==> config.mk <==
export PLATFORM = sky130hd
export DESIGN_NAME = two_segment_similarity_score_top_flat
export DESIGN_NICKNAME = d
export VERILOG_FILES = /design/src/design/tsss_pkg.sv /design/src/design/tsss_if.sv /design/src/design/two_segment_similarity_score_top.sv /design/src/design/tsss_front.sv /design/src/design/tsss_accum.sv /design/src/design/tsss_score.sv /design/src/flat_wrapper.sv
export SDC_FILE = /design/constraint.sdc
export NUM_CORES = 1
export LEC_CHECK = 0
export BUFFER_PORTS_ARGS = -buffer_cell sky130_fd_sc_hd__buf_2
export CAP_MARGIN = 10
export CELL_PAD_IN_SITES_DETAIL_PLACEMENT = 1
export CELL_PAD_IN_SITES_GLOBAL_PLACEMENT = 2
export CORE_MARGIN = 1.5
export CORE_UTILIZATION = 45
export DETAILED_ROUTE_END_ITERATION = 8
export PLACE_DENSITY = 0.86
export SETUP_SLACK_MARGIN = 0.3
export SYNTH_ARGS = -nofsm -noshare
export SYNTH_HDL_FRONTEND = slang
export SYNTH_HIERARCHICAL = 1
export SYNTH_SLANG_ARGS = --single-unit
==> constraint.sdc <==
create_clock -name i_clk -period 11.5 [get_ports i_clk]
set_clock_uncertainty 0.2 [all_clocks]
set_input_delay 1.15 -clock i_clk [delete_from_list [all_inputs] [get_ports i_clk]]
set_output_delay 1.15 -clock i_clk [all_outputs]
set_load 0.02 [all_outputs]
==> src/design/tsss_pkg.sv <==
// ----------------------------------------------------------------------------
// tsss_pkg
// Shared constants and types for the two-segment similarity score block.
// ----------------------------------------------------------------------------
package tsss_pkg;

    // Longest feature vector that the block handles.
    localparam int MAX_DIM = 1024;

    // Field and register widths.
    localparam int ELEM_W  = 16;
    localparam int PROD_W  = 2 * ELEM_W;
    localparam int SUM_W   = 41;
    localparam int SCORE_W = 18;
    localparam int LEN_W   = 11;
    localparam int CNT_W   = $clog2(MAX_DIM + 1);
    localparam int CMP_W   = (CNT_W > LEN_W) ? CNT_W : LEN_W;
    localparam int IDX_W   = 2;

    // Register indexes on the configuration port.
    localparam logic [IDX_W-1:0] REG_SEG1_LEN  = 2'd0;
    localparam logic [IDX_W-1:0] REG_TOTAL_LEN = 2'd1;

    // Register reset values.
    localparam logic [LEN_W-1:0] SEG1_LEN_RST  = 11'd512;
    localparam logic [LEN_W-1:0] TOTAL_LEN_RST = 11'd1024;

    // Accumulator saturation limits, Q.30.
    localparam logic signed [SUM_W-1:0] SUM_MAX = {1'b0, {(SUM_W-1){1'b1}}};
    localparam logic signed [SUM_W-1:0] SUM_MIN = {1'b1, {(SUM_W-1){1'b0}}};

    // Score math: 0.535 in Q.32 plus half an LSB of Q.16 for rounding.
    localparam int SCORE_SUM_W = SUM_W + 2;
    localparam logic signed [SCORE_SUM_W-1:0] SCORE_BIAS = 43'sd2297840271;
    localparam int SCORE_Q_W = SCORE_SUM_W - 16;
    localparam logic signed [SCORE_Q_W-1:0] SCORE_HI = 27'sd65536;
    localparam logic signed [SCORE_Q_W-1:0] SCORE_LO = -27'sd131072;

    // One product on its way to the accumulators.
    typedef struct packed {
        logic                     v;
        logic                     first;
        logic                     last;
        logic signed [PROD_W-1:0] p;
    } t_prod;

    // Final sums of one vector on their way to the score stage.
    typedef struct packed {
        logic                    v;
        logic signed [SUM_W-1:0] s1;
        logic signed [SUM_W-1:0] s2;
    } t_fin;

endpackage

==> src/design/tsss_if.sv <==
// ----------------------------------------------------------------------------
// tsss interfaces
// Valid/ready channels for element pairs, scores and register writes.
// ----------------------------------------------------------------------------
interface tsss_in_if;
    logic                                     valid;
    logic                                     ready;
    logic signed [tsss_pkg::ELEM_W-1:0]       elem_a;
    logic signed [tsss_pkg::ELEM_W-1:0]       elem_b;
    modport source (output valid, output elem_a, output elem_b, input ready);
    modport sink   (input valid, input elem_a, input elem_b, output ready);
endinterface

interface tsss_out_if;
    logic                                     valid;
    logic                                     ready;
    logic signed [tsss_pkg::SCORE_W-1:0]      score;
    modport source (output valid, output score, input ready);
    modport sink   (input valid, input score, output ready);
endinterface

interface tsss_cfg_if;
    logic                                     valid;
    logic                                     ready;
    logic [tsss_pkg::IDX_W-1:0]               index;
    logic [tsss_pkg::LEN_W-1:0]               data;
    modport source (output valid, output index, output data, input ready);
    modport sink   (input valid, input index, input data, output ready);
endinterface

==> src/design/two_segment_similarity_score_top.sv <==
// ----------------------------------------------------------------------------
// two_segment_similarity_score_top
// Dot-product similarity score over two segments of a feature vector.
// ----------------------------------------------------------------------------
// The block takes one pair of Q1.15 elements per cycle unless stalled. A
// registered multiplier feeds one saturating 41-bit accumulator stage, so
// the rate is one item per clock when not stalled. After a vector's last
// pair is accepted, it moves through the product and final-sum registers, and
// its score is held in the output register. The input side stalls only when a
// finished score waits undrained in the output register and the next vector's
// final sums wait behind it. The user must write registers through the
// configuration port only while no item is in flight, unenforced by the block.
module two_segment_similarity_score_top (
    input  logic        i_clk,
    input  logic        i_rst_n,
    tsss_in_if.sink     i_in,
    tsss_cfg_if.sink    i_cfg,
    tsss_out_if.source  o_out
);

    tsss_pkg::t_prod prod;
    tsss_pkg::t_fin  fin;
    logic            fin_taken;
    logic            en;

    // Everything ahead of the final-sum register advances unless it is blocked.
    assign en = !(fin.v && !fin_taken);

    tsss_front u_front (
        .i_clk   (i_clk),
        .i_rst_n (i_rst_n),
        .i_en    (en),
        .i_in    (i_in),
        .i_cfg   (i_cfg),
        .o_prod  (prod)
    );

    tsss_accum u_accum (
        .i_clk       (i_clk),
        .i_rst_n     (i_rst_n),
        .i_en        (en),
        .i_prod      (prod),
        .i_fin_taken (fin_taken),
        .o_fin       (fin)
    );

    tsss_score u_score (
        .i_clk       (i_clk),
        .i_rst_n     (i_rst_n),
        .i_fin       (fin),
        .o_fin_taken (fin_taken),
        .o_out       (o_out)
    );

endmodule

==> src/design/tsss_front.sv <==
// ----------------------------------------------------------------------------
// tsss_front
// Configuration registers, pair counter and the registered multiplier.
// ----------------------------------------------------------------------------
module tsss_front (
    input  logic                 i_clk,
    input  logic                 i_rst_n,
    input  logic                 i_en,
    tsss_in_if.sink              i_in,
    tsss_cfg_if.sink             i_cfg,
    output tsss_pkg::t_prod      o_prod
);

    logic [tsss_pkg::LEN_W-1:0] r_seg1_len;
    logic [tsss_pkg::LEN_W-1:0] r_total_len;
    logic [tsss_pkg::CNT_W-1:0] r_idx;
    logic [tsss_pkg::CNT_W-1:0] n_idx;
    tsss_pkg::t_prod            r_prod;
    tsss_pkg::t_prod            n_prod;
    logic [tsss_pkg::CMP_W-1:0] tot_eff;
    logic [tsss_pkg::CMP_W-1:0] seg_eff;
    logic [tsss_pkg::CMP_W-1:0] idx_ext;
    logic [tsss_pkg::CMP_W-1:0] idx_inc;
    logic                       accept;
    logic                       last;

    assign i_cfg.ready = 1'b1;
    assign i_in.ready  = i_en;
    assign accept      = i_in.valid && i_en;

    // Effective lengths: zero total acts as one, and both clamp to the vector size.
    always_comb begin
        if (r_total_len == '0) begin
            tot_eff = tsss_pkg::CMP_W'(1);
        end else if (tsss_pkg::CMP_W'(r_total_len) > tsss_pkg::CMP_W'(tsss_pkg::MAX_DIM)) begin
            tot_eff = tsss_pkg::CMP_W'(tsss_pkg::MAX_DIM);
        end else begin
            tot_eff = tsss_pkg::CMP_W'(r_total_len);
        end
        seg_eff = (tsss_pkg::CMP_W'(r_seg1_len) > tot_eff) ? tot_eff
                                                           : tsss_pkg::CMP_W'(r_seg1_len);
    end

    // Segment and end-of-vector decision for the pair being accepted.
    assign idx_ext = tsss_pkg::CMP_W'(r_idx);
    assign idx_inc = idx_ext + tsss_pkg::CMP_W'(1);
    assign last    = idx_inc >= tot_eff;

    always_comb begin
        n_idx = r_idx;
        if (accept) begin
            n_idx = last ? '0 : idx_inc[tsss_pkg::CNT_W-1:0];
        end
        n_prod = r_prod;
        if (i_en) begin
            n_prod.v     = i_in.valid;
            n_prod.first = idx_ext < seg_eff;
            n_prod.last  = last;
            n_prod.p     = i_in.elem_a * i_in.elem_b;
        end
    end

    always_ff @(posedge i_clk) begin
        if (!i_rst_n) begin
            r_seg1_len  <= tsss_pkg::SEG1_LEN_RST;
            r_total_len <= tsss_pkg::TOTAL_LEN_RST;
            r_idx       <= '0;
            r_prod.v    <= 1'b0;
        end else begin
            if (i_cfg.valid) begin
                case (i_cfg.index)
                    tsss_pkg::REG_SEG1_LEN:  r_seg1_len  <= i_cfg.data;
                    tsss_pkg::REG_TOTAL_LEN: r_total_len <= i_cfg.data;
                    default: ;
                endcase
            end
            r_idx    <= n_idx;
            r_prod.v <= n_prod.v;
        end
        r_prod.first <= n_prod.first;
        r_prod.last  <= n_prod.last;
        r_prod.p     <= n_prod.p;
    end

    assign o_prod = r_prod;

endmodule

==> src/design/tsss_accum.sv <==
// ----------------------------------------------------------------------------
// tsss_accum
// Saturating accumulators for both segments and the final-sum register.
// ----------------------------------------------------------------------------
module tsss_accum (
    input  logic                 i_clk,
    input  logic                 i_rst_n,
    input  logic                 i_en,
    input  tsss_pkg::t_prod      i_prod,
    input  logic                 i_fin_taken,
    output tsss_pkg::t_fin       o_fin
);

    logic signed [tsss_pkg::SUM_W-1:0] r_sum1;
    logic signed [tsss_pkg::SUM_W-1:0] r_sum2;
    logic signed [tsss_pkg::SUM_W-1:0] add_in;
    logic signed [tsss_pkg::SUM_W:0]   add_raw;
    logic signed [tsss_pkg::SUM_W-1:0] add_sat;
    logic signed [tsss_pkg::SUM_W-1:0] new1;
    logic signed [tsss_pkg::SUM_W-1:0] new2;
    tsss_pkg::t_fin                    r_fin;
    logic                              step;

    assign step = i_en && i_prod.v;

    // One shared saturating adder; the segment flag picks the accumulator.
    assign add_in  = i_prod.first ? r_sum1 : r_sum2;
    assign add_raw = (tsss_pkg::SUM_W+1)'(add_in) + (tsss_pkg::SUM_W+1)'(i_prod.p);
    always_comb begin
        if (add_raw > (tsss_pkg::SUM_W+1)'(tsss_pkg::SUM_MAX)) begin
            add_sat = tsss_pkg::SUM_MAX;
        end else if (add_raw < (tsss_pkg::SUM_W+1)'(tsss_pkg::SUM_MIN)) begin
            add_sat = tsss_pkg::SUM_MIN;
        end else begin
            add_sat = add_raw[tsss_pkg::SUM_W-1:0];
        end
        new1 = i_prod.first ? add_sat : r_sum1;
        new2 = i_prod.first ? r_sum2 : add_sat;
    end

    // The last pair hands the sums on and clears the accumulators.
    always_ff @(posedge i_clk) begin
        if (!i_rst_n) begin
            r_sum1  <= '0;
            r_sum2  <= '0;
            r_fin.v <= 1'b0;
        end else begin
            if (step) begin
                r_sum1 <= i_prod.last ? '0 : new1;
                r_sum2 <= i_prod.last ? '0 : new2;
            end
            if (step && i_prod.last) begin
                r_fin.v <= 1'b1;
            end else if (i_fin_taken) begin
                r_fin.v <= 1'b0;
            end
        end
        if (step && i_prod.last) begin
            r_fin.s1 <= new1;
            r_fin.s2 <= new2;
        end
    end

    assign o_fin = r_fin;

endmodule

==> src/design/tsss_score.sv <==
// ----------------------------------------------------------------------------
// tsss_score
// Forms the Q.16 score from the final sums and holds it in the output register.
// ----------------------------------------------------------------------------
module tsss_score (
    input  logic                 i_clk,
    input  logic                 i_rst_n,
    input  tsss_pkg::t_fin       i_fin,
    output logic                 o_fin_taken,
    tsss_out_if.source           o_out
);

    logic signed [tsss_pkg::SCORE_SUM_W-1:0] q32;
    logic signed [tsss_pkg::SCORE_Q_W-1:0]   q16;
    logic signed [tsss_pkg::SCORE_W-1:0]     clamped;
    logic signed [tsss_pkg::SCORE_W-1:0]     r_score;
    logic                                    r_valid;

    // Sum of both segments plus the bias, rounded to Q.16 by an arithmetic shift.
    assign q32 = tsss_pkg::SCORE_SUM_W'(i_fin.s1) + tsss_pkg::SCORE_SUM_W'(i_fin.s2)
               + tsss_pkg::SCORE_BIAS;
    assign q16 = q32[tsss_pkg::SCORE_SUM_W-1:16];

    always_comb begin
        if (q16 > tsss_pkg::SCORE_HI) begin
            clamped = tsss_pkg::SCORE_HI[tsss_pkg::SCORE_W-1:0];
        end else if (q16 < tsss_pkg::SCORE_LO) begin
            clamped = tsss_pkg::SCORE_LO[tsss_pkg::SCORE_W-1:0];
        end else begin
            clamped = q16[tsss_pkg::SCORE_W-1:0];
        end
    end

    // The output register takes a new score when it is empty or being drained.
    assign o_fin_taken = i_fin.v && (!r_valid || o_out.ready);

    always_ff @(posedge i_clk) begin
        if (!i_rst_n) begin
            r_valid <= 1'b0;
        end else if (o_fin_taken) begin
            r_valid <= 1'b1;
        end else if (o_out.ready) begin
            r_valid <= 1'b0;
        end
        if (o_fin_taken) begin
            r_score <= clamped;
        end
    end

    assign o_out.valid = r_valid;
    assign o_out.score = r_score;

endmodule
==> src/flat_wrapper.sv <==
// flat-port wrapper written by rule: the top's interface ports become plain ports
module two_segment_similarity_score_top_flat 
  (i_clk, i_rst_n, i_in_valid, i_in_elem_a, i_in_elem_b, i_in_ready, i_cfg_valid, i_cfg_index, i_cfg_data, i_cfg_ready, o_out_valid, o_out_score, o_out_ready);
  tsss_in_if i_in_i ();
  tsss_cfg_if i_cfg_i ();
  tsss_out_if o_out_i ();
  input  logic i_clk;
  input  logic i_rst_n;
  input wire logic [$bits(i_in_i.valid)-1:0] i_in_valid;
  input wire logic [$bits(i_in_i.elem_a)-1:0] i_in_elem_a;
  input wire logic [$bits(i_in_i.elem_b)-1:0] i_in_elem_b;
  output wire logic [$bits(i_in_i.ready)-1:0] i_in_ready;
  input wire logic [$bits(i_cfg_i.valid)-1:0] i_cfg_valid;
  input wire logic [$bits(i_cfg_i.index)-1:0] i_cfg_index;
  input wire logic [$bits(i_cfg_i.data)-1:0] i_cfg_data;
  output wire logic [$bits(i_cfg_i.ready)-1:0] i_cfg_ready;
  output wire logic [$bits(o_out_i.valid)-1:0] o_out_valid;
  output wire logic [$bits(o_out_i.score)-1:0] o_out_score;
  input wire logic [$bits(o_out_i.ready)-1:0] o_out_ready;
  assign i_in_i.valid = i_in_valid;
  assign i_in_i.elem_a = i_in_elem_a;
  assign i_in_i.elem_b = i_in_elem_b;
  assign i_in_ready = i_in_i.ready;
  assign i_cfg_i.valid = i_cfg_valid;
  assign i_cfg_i.index = i_cfg_index;
  assign i_cfg_i.data = i_cfg_data;
  assign i_cfg_ready = i_cfg_i.ready;
  assign o_out_valid = o_out_i.valid;
  assign o_out_score = o_out_i.score;
  assign o_out_i.ready = o_out_ready;
  two_segment_similarity_score_top u_core (.i_clk(i_clk), .i_rst_n(i_rst_n), .i_in(i_in_i), .i_cfg(i_cfg_i), .o_out(o_out_i));
endmodule
==> results.md, run 1 <==
* Maximum Capacitance Violations at 0
* Cell area after synthesis at 26,580 sq um
* Fin nets at about 3,400
* Number of instances resized during post-cts repair at 0
* Port bufs at just under 70
* Total core area at a little under 60,000 sq um
* Post-CTS Setup Repair Bufs at 0
* TritonRoute pass-1 iters at 5
* Antenna violations before repair at 0
* Post-layout min period at approximately 7.4 ns
* Iteration-0 DRC count of the detailed router at about 800
* Number of clock buffers inserted by TritonCTS at 31
* Sort of element at the start of the critical path: primary input
* Wire length of the first global-routing pass at about 120 mm
* Via count of the routed design at ~20,000
* Net count after synthesis at 3,450
* Source-to-sink clock delay at the later pin of the worst-skew pair at approximately 0.58 ns
* TritonCTS clock tree: yes
* DPL Wire Length at 58.75 mm
* Number of design rule violations left after detail routing at 0
* Endpoint of the most critical register-to-register path: u_core/u_accum/r_sum2[19]
* Most repeated cell in the gate-level netlist after synthesis: inv_1
* Total of flip-flops plus latches after synthesis at around 250
* DIE HEIGHT at 246.0 microns
* Total of hold buffers inserted after clock tree synthesis at 0
* Via count of the first global-routing pass at 22,540
* Biggest area contributors in the synthesized netlist: fa_1 20%, edfxtp_1 15%, ha_1 11%, dfxtp_1 8.9%, inv_1 6.1%
* Maximum number of pins on one net before global-route repair at 150
* Required @ worst endpoint at 11.60 ns
* Final std cells w/o fill at ~3,700
* GRT Residual Overflow at 0
* Most common library cells after synthesis: 430 x inv_1, 305 x nand2_1, 263 x fa_1, 236 x ha_1, 160 x a21oi_1
* Die outline width at approximately 250 microns
* Total Wirelength at a little over 70 mm
* Routed wirelength normalized by instance count at a little under 20 microns
* Number of distinct library cells after synthesis at between 100 and 150
* Initial Util at 0.4581
* CP top delay family: adder cells
* Post-synthesis sequential area ratio at 0.2403
* Multi-input logic area at about 18,000 sq um
* Register-to-register path setup slack at about 5.5 ns
* Mean instance size in the synthesized netlist at ~9.2 sq um
* Placer's final routability congestion estimate at about 0.86
* Layout filler cell count at around 6,600
* Post-synthesis to final-layout area growth at 6.986%
* Critical setup path kind: in2reg
* Crit-path most repeated cell: fa_1
* Synthesized instance count at 2,901
* I/O pin total at 71
* Hold Path Cell Cnt at 2
* Largest buffer count on any clock path at 3
* Launch point of the critical path: i_in_elem_a[15]
* Cell chosen for the clock root: clkbuf_16
* Crit path capture type: flop
* Startpoint of the most critical hold path: u_core/u_accum/r_sum2[14]
* Final number of setup-violating endpoints at 0
* Launch instance of the worst register-to-register path: u_core/u_front/o_prod[33]
* Crit path cell chain: buf_2 -> nand2_1 -> fa_1 -> inv_1 -> fa_1 -> fa_1 -> fa_1 -> fa_1 -> inv_1 -> fa_1 -> inv_1 -> ha_1 -> nand3_2 -> or4_1 -> or3_1 -> nand4b_2 -> o31ai_4 -> or4b_1 -> o211ai_1
* Antenna diodes at 0
* Hold/Removal Path Class: reg2reg
* Count of warnings emitted by yosys at 6
* Largest stage delay on the critical path at between 1 and 1.5 ns
* Total track usage at 0.2434
* Reg clk slew, reported paths at ~0.060 ns
* Max-slew violation count at 0
* RSZ-0062 raised after global routing: no
* Post-synth EDFFs at approximately 130
* Number of cell instances on the worst register-to-register path at 14
* Worst Max-Slew Pin Slew at 1.228 ns
* Combined buffer and inverter count along the critical path at 4
* Count of endpoints failing hold in the final timing report at 0
* Setup TNS at 0 ns
* Critical path arrival at between 7 and 8 ns
* Largest fanout of any net on the critical path at 16
* Combined flip-flop and latch cell area at ~6400 sq um
* Number of sinks on the clock net at roughly 250
* Die footprint at just over 60,000 sq um
* Drt via density at around 5.6
* Library cell contributing the largest single delay on the critical path: fa_1
* Remaining max-slew budget at the tightest pin at 0.1795
* Run status: complete, no violations
* Synth area leader: fa_1
* Share of post-route cells with drive strength above 1 at 0.08736
* Antenna violation net count after detailed routing at 0
* Part of the cycle the worst path needs at 0.6463
* Achievable Freq at roughly 130 MHz
* Proportion of synthesized flip-flops having asynchronous set or reset at 0
* Placed cell count at around 3,600
* Area share of the largest cell type after synthesis at 0.1981
* Core Rows at between 80 and 90
* H-Tree Depth at 1
* Top FF cell, synth: edfxtp_1
* End of the worst hold path: u_core/u_accum/r_sum2[14]
## worst register-to-register path: cells and delay by family, from the launching register on
family | cells | cell delay, ns
muxes | 1 | 0.60
AOI/OAI and AO/OA | 6 | 1.55
DFF | 1 | 0.37
buffers and inverters | 3 | 0.98
adders and majority gates | 1 | 0.46
and+or+nand+nor | 3 | 1.68
## sequential cells by signal (all words and copies together), names as in the netlist
name	flops
u_core/u_accum/o_fin	83
u_core/u_accum/r_sum2	41
u_core/u_score/o_out.valid	1
u_core/u_score/o_out.score	18
u_core/u_accum/r_sum1	41
u_core/u_front/o_prod	35
u_core/u_front/idx_ext	11
u_core/u_front/r_seg1_len	11
u_core/u_front/r_total_len	11
## per-layer routing
layer,up-vias,track usage,routed length [microns]
met3,111,0.01678,1810
met1,10280,0.3132,32410
met5,-,0,0
met4,0,0.07254,1968
li1,9733,-,-
met2,334,0.4354,36230
## final cells by class
class	instances	area share
multi-input combinational	2099	0.6360
sequential	252	0.2246
inverter	431	0.05689
tap	765	0.03366
clock buffer	40	0.02952
timing repair buffer	80	0.01540
clock inverter	17	0.003916
## layout by cell type, fill, tap and decap left out, types with 40 or more instances in the layout
cell / n
inv_1: 429
nand2_1: 305
fa_1: 263
ha_1: 236
a21oi_1: 160
edfxtp_1: 134
and2_1: 133
nor2_1: 132
o21ai_0: 126
dfxtp_1: 118
xnor2_1: 71
buf_2: 70
mux2_2: 57
nor2b_1: 49
nand3_1: 40
## through the flow
stage | setup WS (ns) | utilization | hold WS (ns) | area, sq um
after floorplan | 4.071 | - | 0.2250 | 26580
after global placement | 3.734 | 0.4735 | 0.2343 | 27470
after detailed placement | 3.456 | 0.4735 | 0.2503 | 27470
after CTS | 4.065 | 0.4899 | 0.2658 | 28420
after global routing | 3.791 | 0.4901 | 0.2820 | 28440
final | 4.067 | 0.4901 | 0.2638 | 28440
## cells by family after synthesis
family | Yosys count | synth area share
mux | 89 | 0.03620
xor+xnor | 100 | 0.03295
fa+ha+maj | 505 | 0.3114
simple gates | 818 | 0.1524
flops | 252 | 0.2403
buf+inv | 550 | 0.08002
compound gates | 586 | 0.1466
other cells | 1 | 0.0001411
## worst max path at each step
| stage | to | slack, ns | cells past startpoint |
|---|---|---|---|
| floorplan | u_core/u_front/o_prod[28] | 4.07 | 19 |
| global placement | u_core/u_front/o_prod[28] | 3.73 | 19 |
| detailed placement | u_core/u_front/o_prod[28] | 3.46 | 19 |
| CTS | u_core/u_front/o_prod[28] | 4.07 | 19 |
| global route | u_core/u_front/o_prod[28] | 3.79 | 19 |
| finish | u_core/u_front/o_prod[28] | 4.07 | 19 |
Power of run 1 is not shown: default switching activity piles up to over one toggle a cycle in this logic, so the estimate is an artifact.
==> inputs of run 2 (changes only) <==
--- a/config.mk
+++ b/config.mk
@@ -10,9 +10,9 @@
 export CELL_PAD_IN_SITES_DETAIL_PLACEMENT = 1
 export CELL_PAD_IN_SITES_GLOBAL_PLACEMENT = 2
 export CORE_MARGIN = 1.5
-export CORE_UTILIZATION = 45
+export CORE_UTILIZATION = 42
 export DETAILED_ROUTE_END_ITERATION = 8
-export PLACE_DENSITY = 0.86
+export PLACE_DENSITY = 0.81
 export SETUP_SLACK_MARGIN = 0.3
 export SYNTH_ARGS = -nofsm -noshare
 export SYNTH_HDL_FRONTEND = slang
==> constraint.sdc (replaced) <==
create_clock -name i_clk -period 7.7 [get_ports i_clk]
set_clock_uncertainty 0.2 [all_clocks]
set_input_delay 0.77 -clock i_clk [delete_from_list [all_inputs] [get_ports i_clk]]
set_output_delay 0.77 -clock i_clk [all_outputs]
set_load 0.02 [all_outputs]
==> run 2 against run 1 <==
Net effect:
- final area increased by 0.84%
- utilization fell by 3.4 points
- wire length decreased by 2.2%
- register-to-register slack got worse by 4.1 ns
- sequential share of layout area shrank 0.19 points
- global-route usage decreased by 2.2 points
- count of clock-buffer cells in the layout is 5 higher
- non-clock buffer count rose by 11
==> results.md, run 2 (same netlist as run 1, synthesis figures left out) <==
* Critical setup path kind: in2reg
* Required @ worst endpoint at between 7 and 8 ns
* Number of clock buffers inserted by TritonCTS at 30
* Cell chosen for the clock root: clkbuf_16
* DIE HEIGHT at 254.6 microns
* Sort of element at the start of the critical path: primary input
* Library cell contributing the largest single delay on the critical path: fa_1
* CP top delay family: adder cells
* TritonRoute pass-1 iters at 4
* Post-synthesis to final-layout area growth at 7.885%
* Total of hold buffers inserted after clock tree synthesis at 0
* Most frequent cells in the layout: 429 x inv_1, 305 x nand2_1, 263 x fa_1
* Port bufs at between 60 and 70
* Maximum number of pins on one net before global-route repair at 46
* Remaining max-slew budget at the tightest pin at 0.1935
* Total track usage at 0.2216
* Cell area after layout at ~29,000 sq um
* RSZ-0062 raised after global routing: no
* H-Tree Depth at 1
* Crit path cell chain: buf_2 -> nand2_1 -> inv_1 -> fa_1 -> inv_1 -> fa_1 -> inv_1 -> fa_1 -> fa_1 -> fa_1 -> inv_1 -> fa_1 -> inv_1 -> ha_1 -> nand2_1 -> or4_1 -> or3_1 -> nand4b_2 -> o31ai_4 -> or4b_1 -> o211ai_1
* Antenna violations before repair at 0
* DPL Wire Length at between 50 and 60 mm
* Critical path arrival at 6.78 ns
* Via count of the routed design at approximately 20,000
* Total core area at 62,850 sq um
* Core Rows at 92
* Run status: complete, no violations
* Share of post-route cells with drive strength above 1 at 0.08979
* Crit-path most repeated cell: fa_1
* Largest stage delay on the critical path at between 0.5 and 0.6 ns
* Routed wirelength normalized by instance count at 18.76 microns
* Largest buffer count on any clock path at 3
* Setup TNS at 0 ns
* GRT Residual Overflow at 0
* Die footprint at 64,810 sq um
* Number of sinks on the clock net at 252
* Source-to-sink clock delay at the later pin of the worst-skew pair at roughly 0.59 ns
* I/O pin total at just over 70
* Iteration-0 DRC count of the detailed router at 600
* Count of endpoints failing hold in the final timing report at 0
* Antenna diodes at 0
* Maximum Capacitance Violations at 0
* Number of design rule violations left after detail routing at 0
* Wire length of the first global-routing pass at between 100 and 150 mm
* Drt via density at around 5.3
* Number of instances resized during post-cts repair at 0
* Worst Max-Slew Pin Slew at 1.207 ns
* Reg clk slew, reported paths at approximately 0.06 ns
* Initial Util at 0.4229
* Die outline width at 254.6 microns
* Fin nets at around 3,500
* Post-layout min period at between 6 and 7 ns
* Post-CTS Setup Repair Bufs at 0
* Total Wirelength at 70.81 mm
* Hold/Removal Path Class: in2reg
* Final number of setup-violating endpoints at 0
* Combined buffer and inverter count along the critical path at 6
* Antenna violation net count after detailed routing at 0
* Leading cell type in the layout, fill and taps excluded: inv_1
* End-of-flow core utilization at 0.4563
* Placer's final routability congestion estimate at ~0.90
* TritonCTS clock tree: yes
* Max FFs per register at 83
* Achievable Freq at roughly 150 MHz
* Part of the cycle the worst path needs at 0.8657
* Crit path capture type: flop
* Placed cell area at about 28,000 sq um
* Largest fanout of any net on the critical path at 16
* Max-slew violation count at 0
* Via count of the first global-routing pass at around 22,000
[run 2: changes by cell type in the layout (fill, tap and decap cells not counted), sizes merged]
cell      previous run  this run
clkbuf              41        45
bufinv               0         2
buf                 79        91
clkinvlp             2         1
clkinv              14         5
inv                432       434
[run 2: tightest hold or removal path, cell delays in order]
cell and delay, ns:
buf_2 0.09, nand2_1 0.05, o211ai_1 0.08
[run 2: path summary, 6_finish.rpt]
kind                                                 from                            to  slack, ns  cells after the start
worst max-delay path                      i_in_elem_a[15]     u_core/u_front/o_prod[28]       1.03                     21
worst min-delay path                        i_cfg_data[9]  u_core/u_front/r_seg1_len[9]       0.23                      3
worst max register to register  u_core/u_front/o_prod[33]      u_core/u_accum/o_fin[57]       1.45                     13
worst min register to register  u_core/u_accum/r_sum1[18]     u_core/u_accum/r_sum1[18]       0.27                      2
[run 2: cell type report]
type,count,area [sq um]
Clock buffer,45,888.4
Clock inverter,11,130.1
Fill cell,7293,34170
Inverter,431,1618
Multi-Input combinational cell,2099,18090
Sequential cell,252,6386
Tap cell,846,1059
Timing Repair Buffer,91,508.0
[run 2: metal layers]
metal  track usage  wire, microns  vias to the layer above
met3       0.01745           1542                      115
met1        0.2840          32680                     9997
met5             0              0                        -
met2        0.3995          34780                      256
li1              -              -                     9732
met4       0.06137           1815                        0
[run 2: per-stage QoR]
stage / cells / hold slack [ns] / worst slack [ns]
final: 3775 / 0.2334 / 1.034
after global routing: 3775 / 0.2247 / 0.7632
after CTS: 3774 / 0.2019 / 1.052
after detailed placement: 3718 / 0.2590 / 0.4142
after global placement: 3718 / 0.2361 / 0.5806
after floorplan: 2901 / 0.2250 / 0.6509
Power of run 2 is left out for the same reason.
==> inputs of run 3 (changes only) <==
==> constraint.sdc (replaced) <==
create_clock -name i_clk -period 7.7 [get_ports i_clk]
set_clock_uncertainty 0.2 [all_clocks]
set_input_delay 0 -clock i_clk [delete_from_list [all_inputs] [get_ports i_clk]]
set_output_delay 0 -clock i_clk [all_outputs]
set_load 0.02 [all_outputs]
==> run 3 against run 2 <==
Net effect:
- final area is 0.92% higher
- non-clock buffer count is 22 higher
- maximum frequency is 0.62% higher
- critical path type unchanged
- highest routed layer unchanged
==> results.md, run 3 (same netlist as run 1, synthesis figures left out) <==
* Antenna diodes at 0
* Number of sinks on the clock net at 252
* Maximum Capacitance Violations at 0
* Antenna violation net count after detailed routing at 0
* Port bufs at 69
* Max FFs per register at 83
* Critical path arrival at 6.68 ns
* Total Wirelength at 71.67 mm
* Source-to-sink clock delay at the later pin of the worst-skew pair at roughly 0.55 ns
* Part of the cycle the worst path needs at 0.8603
* Grt met2 use at 0.3998
* Cell area after layout at 28,940 sq um
* TritonCTS clock tree: yes
* Iteration-0 DRC count of the detailed router at between 700 and 800
* Hold Path Cell Cnt at 3
* Drt via density at 5.367
* Via count of the first global-routing pass at around 22,000
* Achievable Freq at between 150 and 200 MHz
* Wire length of the first global-routing pass at approximately 120 mm
* DIE HEIGHT at 254.6 microns
* Post-synthesis to final-layout area growth at 8.882%
* Reg clk slew, reported paths at 0.05 ns
* Worst setup slack after layout at between 1 and 1.5 ns
* TritonRoute pass-1 iters at 5
* Combined flip-flop and latch cell area at between 6000 and 7000 sq um
* Via count of the routed design at a little over 20,000
* Fin nets at between 3,000 and 4,000
* Core Rows at 92
* Largest fanout of any net on the critical path at 16
* Crit-path most repeated cell: fa_1
* Number of cell instances on the worst register-to-register path at 14
* Count of endpoints failing hold in the final timing report at 0
* Largest buffer count on any clock path at 3
* Total track usage at 0.2251
* Number of design rule violations left after detail routing at 0
* Routed wirelength normalized by instance count at between 15 and 20 microns
* DPL Wire Length at 57.50 mm
* Die outline width at 254.6 microns
* Logic depth of the worst setup path including buffers at 20
* Critical setup path kind: in2reg
* Crit path capture type: flop
* Total core area at 62,850 sq um
* Placed cell area at between 20,000 and 30,000 sq um
* Share of post-route cells with drive strength above 1 at 0.08827
* Global-route met1 utilization at 0.2875
* Number of clock buffers inserted by TritonCTS at 34
* Required @ worst endpoint at between 7 and 8 ns
* Busiest layer in global routing: met2
* CP top delay family: adder cells
* Hold/Removal Path Class: in2reg
* Met3 demand-to-capacity share in global routing at 0.02245
* Leading cell type in the layout, fill and taps excluded: inv_1
* Crit path cell chain: dlygate4sd3_1 -> buf_2 -> nand2_1 -> inv_1 -> fa_1 -> fa_1 -> fa_1 -> fa_1 -> fa_1 -> inv_1 -> fa_1 -> inv_1 -> ha_1 -> nand3_2 -> or4_1 -> or3_1 -> nand4b_2 -> o31ai_4 -> or4b_1 -> o211ai_1
* Antenna violations before repair at 0
* Max-slew violation count at 0
* Largest stage delay on the critical path at just over 0.9 ns
* Die footprint at around 65,000 sq um
* Post-CTS Setup Repair Bufs at 0
* GRT Residual Overflow at 0
* Worst-case setup slack after placement at around 0.88 ns
* Library cell contributing the largest single delay on the critical path: fa_1
* Worst Hold Slack at ~0.035 ns
* Initial Util at 0.4229
* RSZ-0062 raised after global routing: no
* Combined buffer and inverter count along the critical path at 5
* Remaining max-slew budget at the tightest pin at 0.1851
* Cell chosen for the clock root: clkbuf_16
* Most frequent cells in the layout: 429 x inv_1, 305 x nand2_1, 263 x fa_1
* Post-layout min period at 6.624 ns
* I/O pin total at 71
* Number of instances resized during post-cts repair at 0
* Maximum number of pins on one net before global-route repair at between 70 and 80
* Multi-input logic area at approximately 18,000 sq um
* Placer's final routability congestion estimate at ~0.89
* Sort of element at the start of the critical path: primary input
* Setup TNS at 0 ns
* Layout filler cell count at roughly 7,400
* Worst Max-Slew Pin Slew at around 1.2 ns
* Final number of setup-violating endpoints at 0
* Run status: complete, no violations
* H-Tree Depth at 2
-- run 3: cell types whose count changed in the layout (fill, tap and decap cells not counted), sizes merged --
| cell | delta |
|---|---|
| buf | -5 |
| bufinv | -2 |
| clkbuf | +3 |
| clkinv | +3 |
| clkinvlp | +1 |
| dlygate4sd3 | +27 |
| inv | +1 |
-- run 3: path summary, 6_finish.rpt --
check	startpoint	endpoint	slack (ns)
max reg2reg	u_core/u_front/o_prod[33]	u_core/u_accum/o_fin[51]	1.61
max	i_in_elem_b[1]	u_core/u_front/o_prod[28]	1.08
min reg2reg	u_core/u_accum/r_sum2[4]	u_core/u_accum/r_sum2[4]	0.26
min	i_in_elem_a[0]	u_core/u_front/o_prod[1]	0.03
-- run 3: metal layers --
metal  share of wire  vias up
li1                -     9784
met1            0.46    10260
met2            0.49      244
met3           0.021      124
met4           0.029        0
met5               0        -
-- run 3: through the flow --
step / std cells / utilization
floorplan: 2901 / -
global placement: 3714 / 0.4395
detailed placement: 3714 / 0.4395
CTS: 3803 / 0.4604
global route: 3803 / 0.4605
finish: 3803 / 0.4605
-- run 3: timing repair --
item / in CTS / in global routing
endpoints found under the setup margin: 0 / 0
hold buffers: 27 / 0
hold endpoints to repair: 55 / 0
-- run 3: final cells by class --
type                            count  share of cell area
Clock buffer                       48             0.03264
Clock inverter                     14            0.003415
Inverter                          431             0.05590
Multi-Input combinational cell   2099              0.6251
Sequential cell                   252              0.2207
Tap cell                          846             0.03657
Timing Repair Buffer              113             0.02568
-- run 3: worst min-delay path: cells and delay by family --
kind	cells	cell delay, ns
buf+inv	1	0.28
simple gates	1	0.22
fa+ha+maj	1	0.14
Power of run 3 is left out for the same reason.
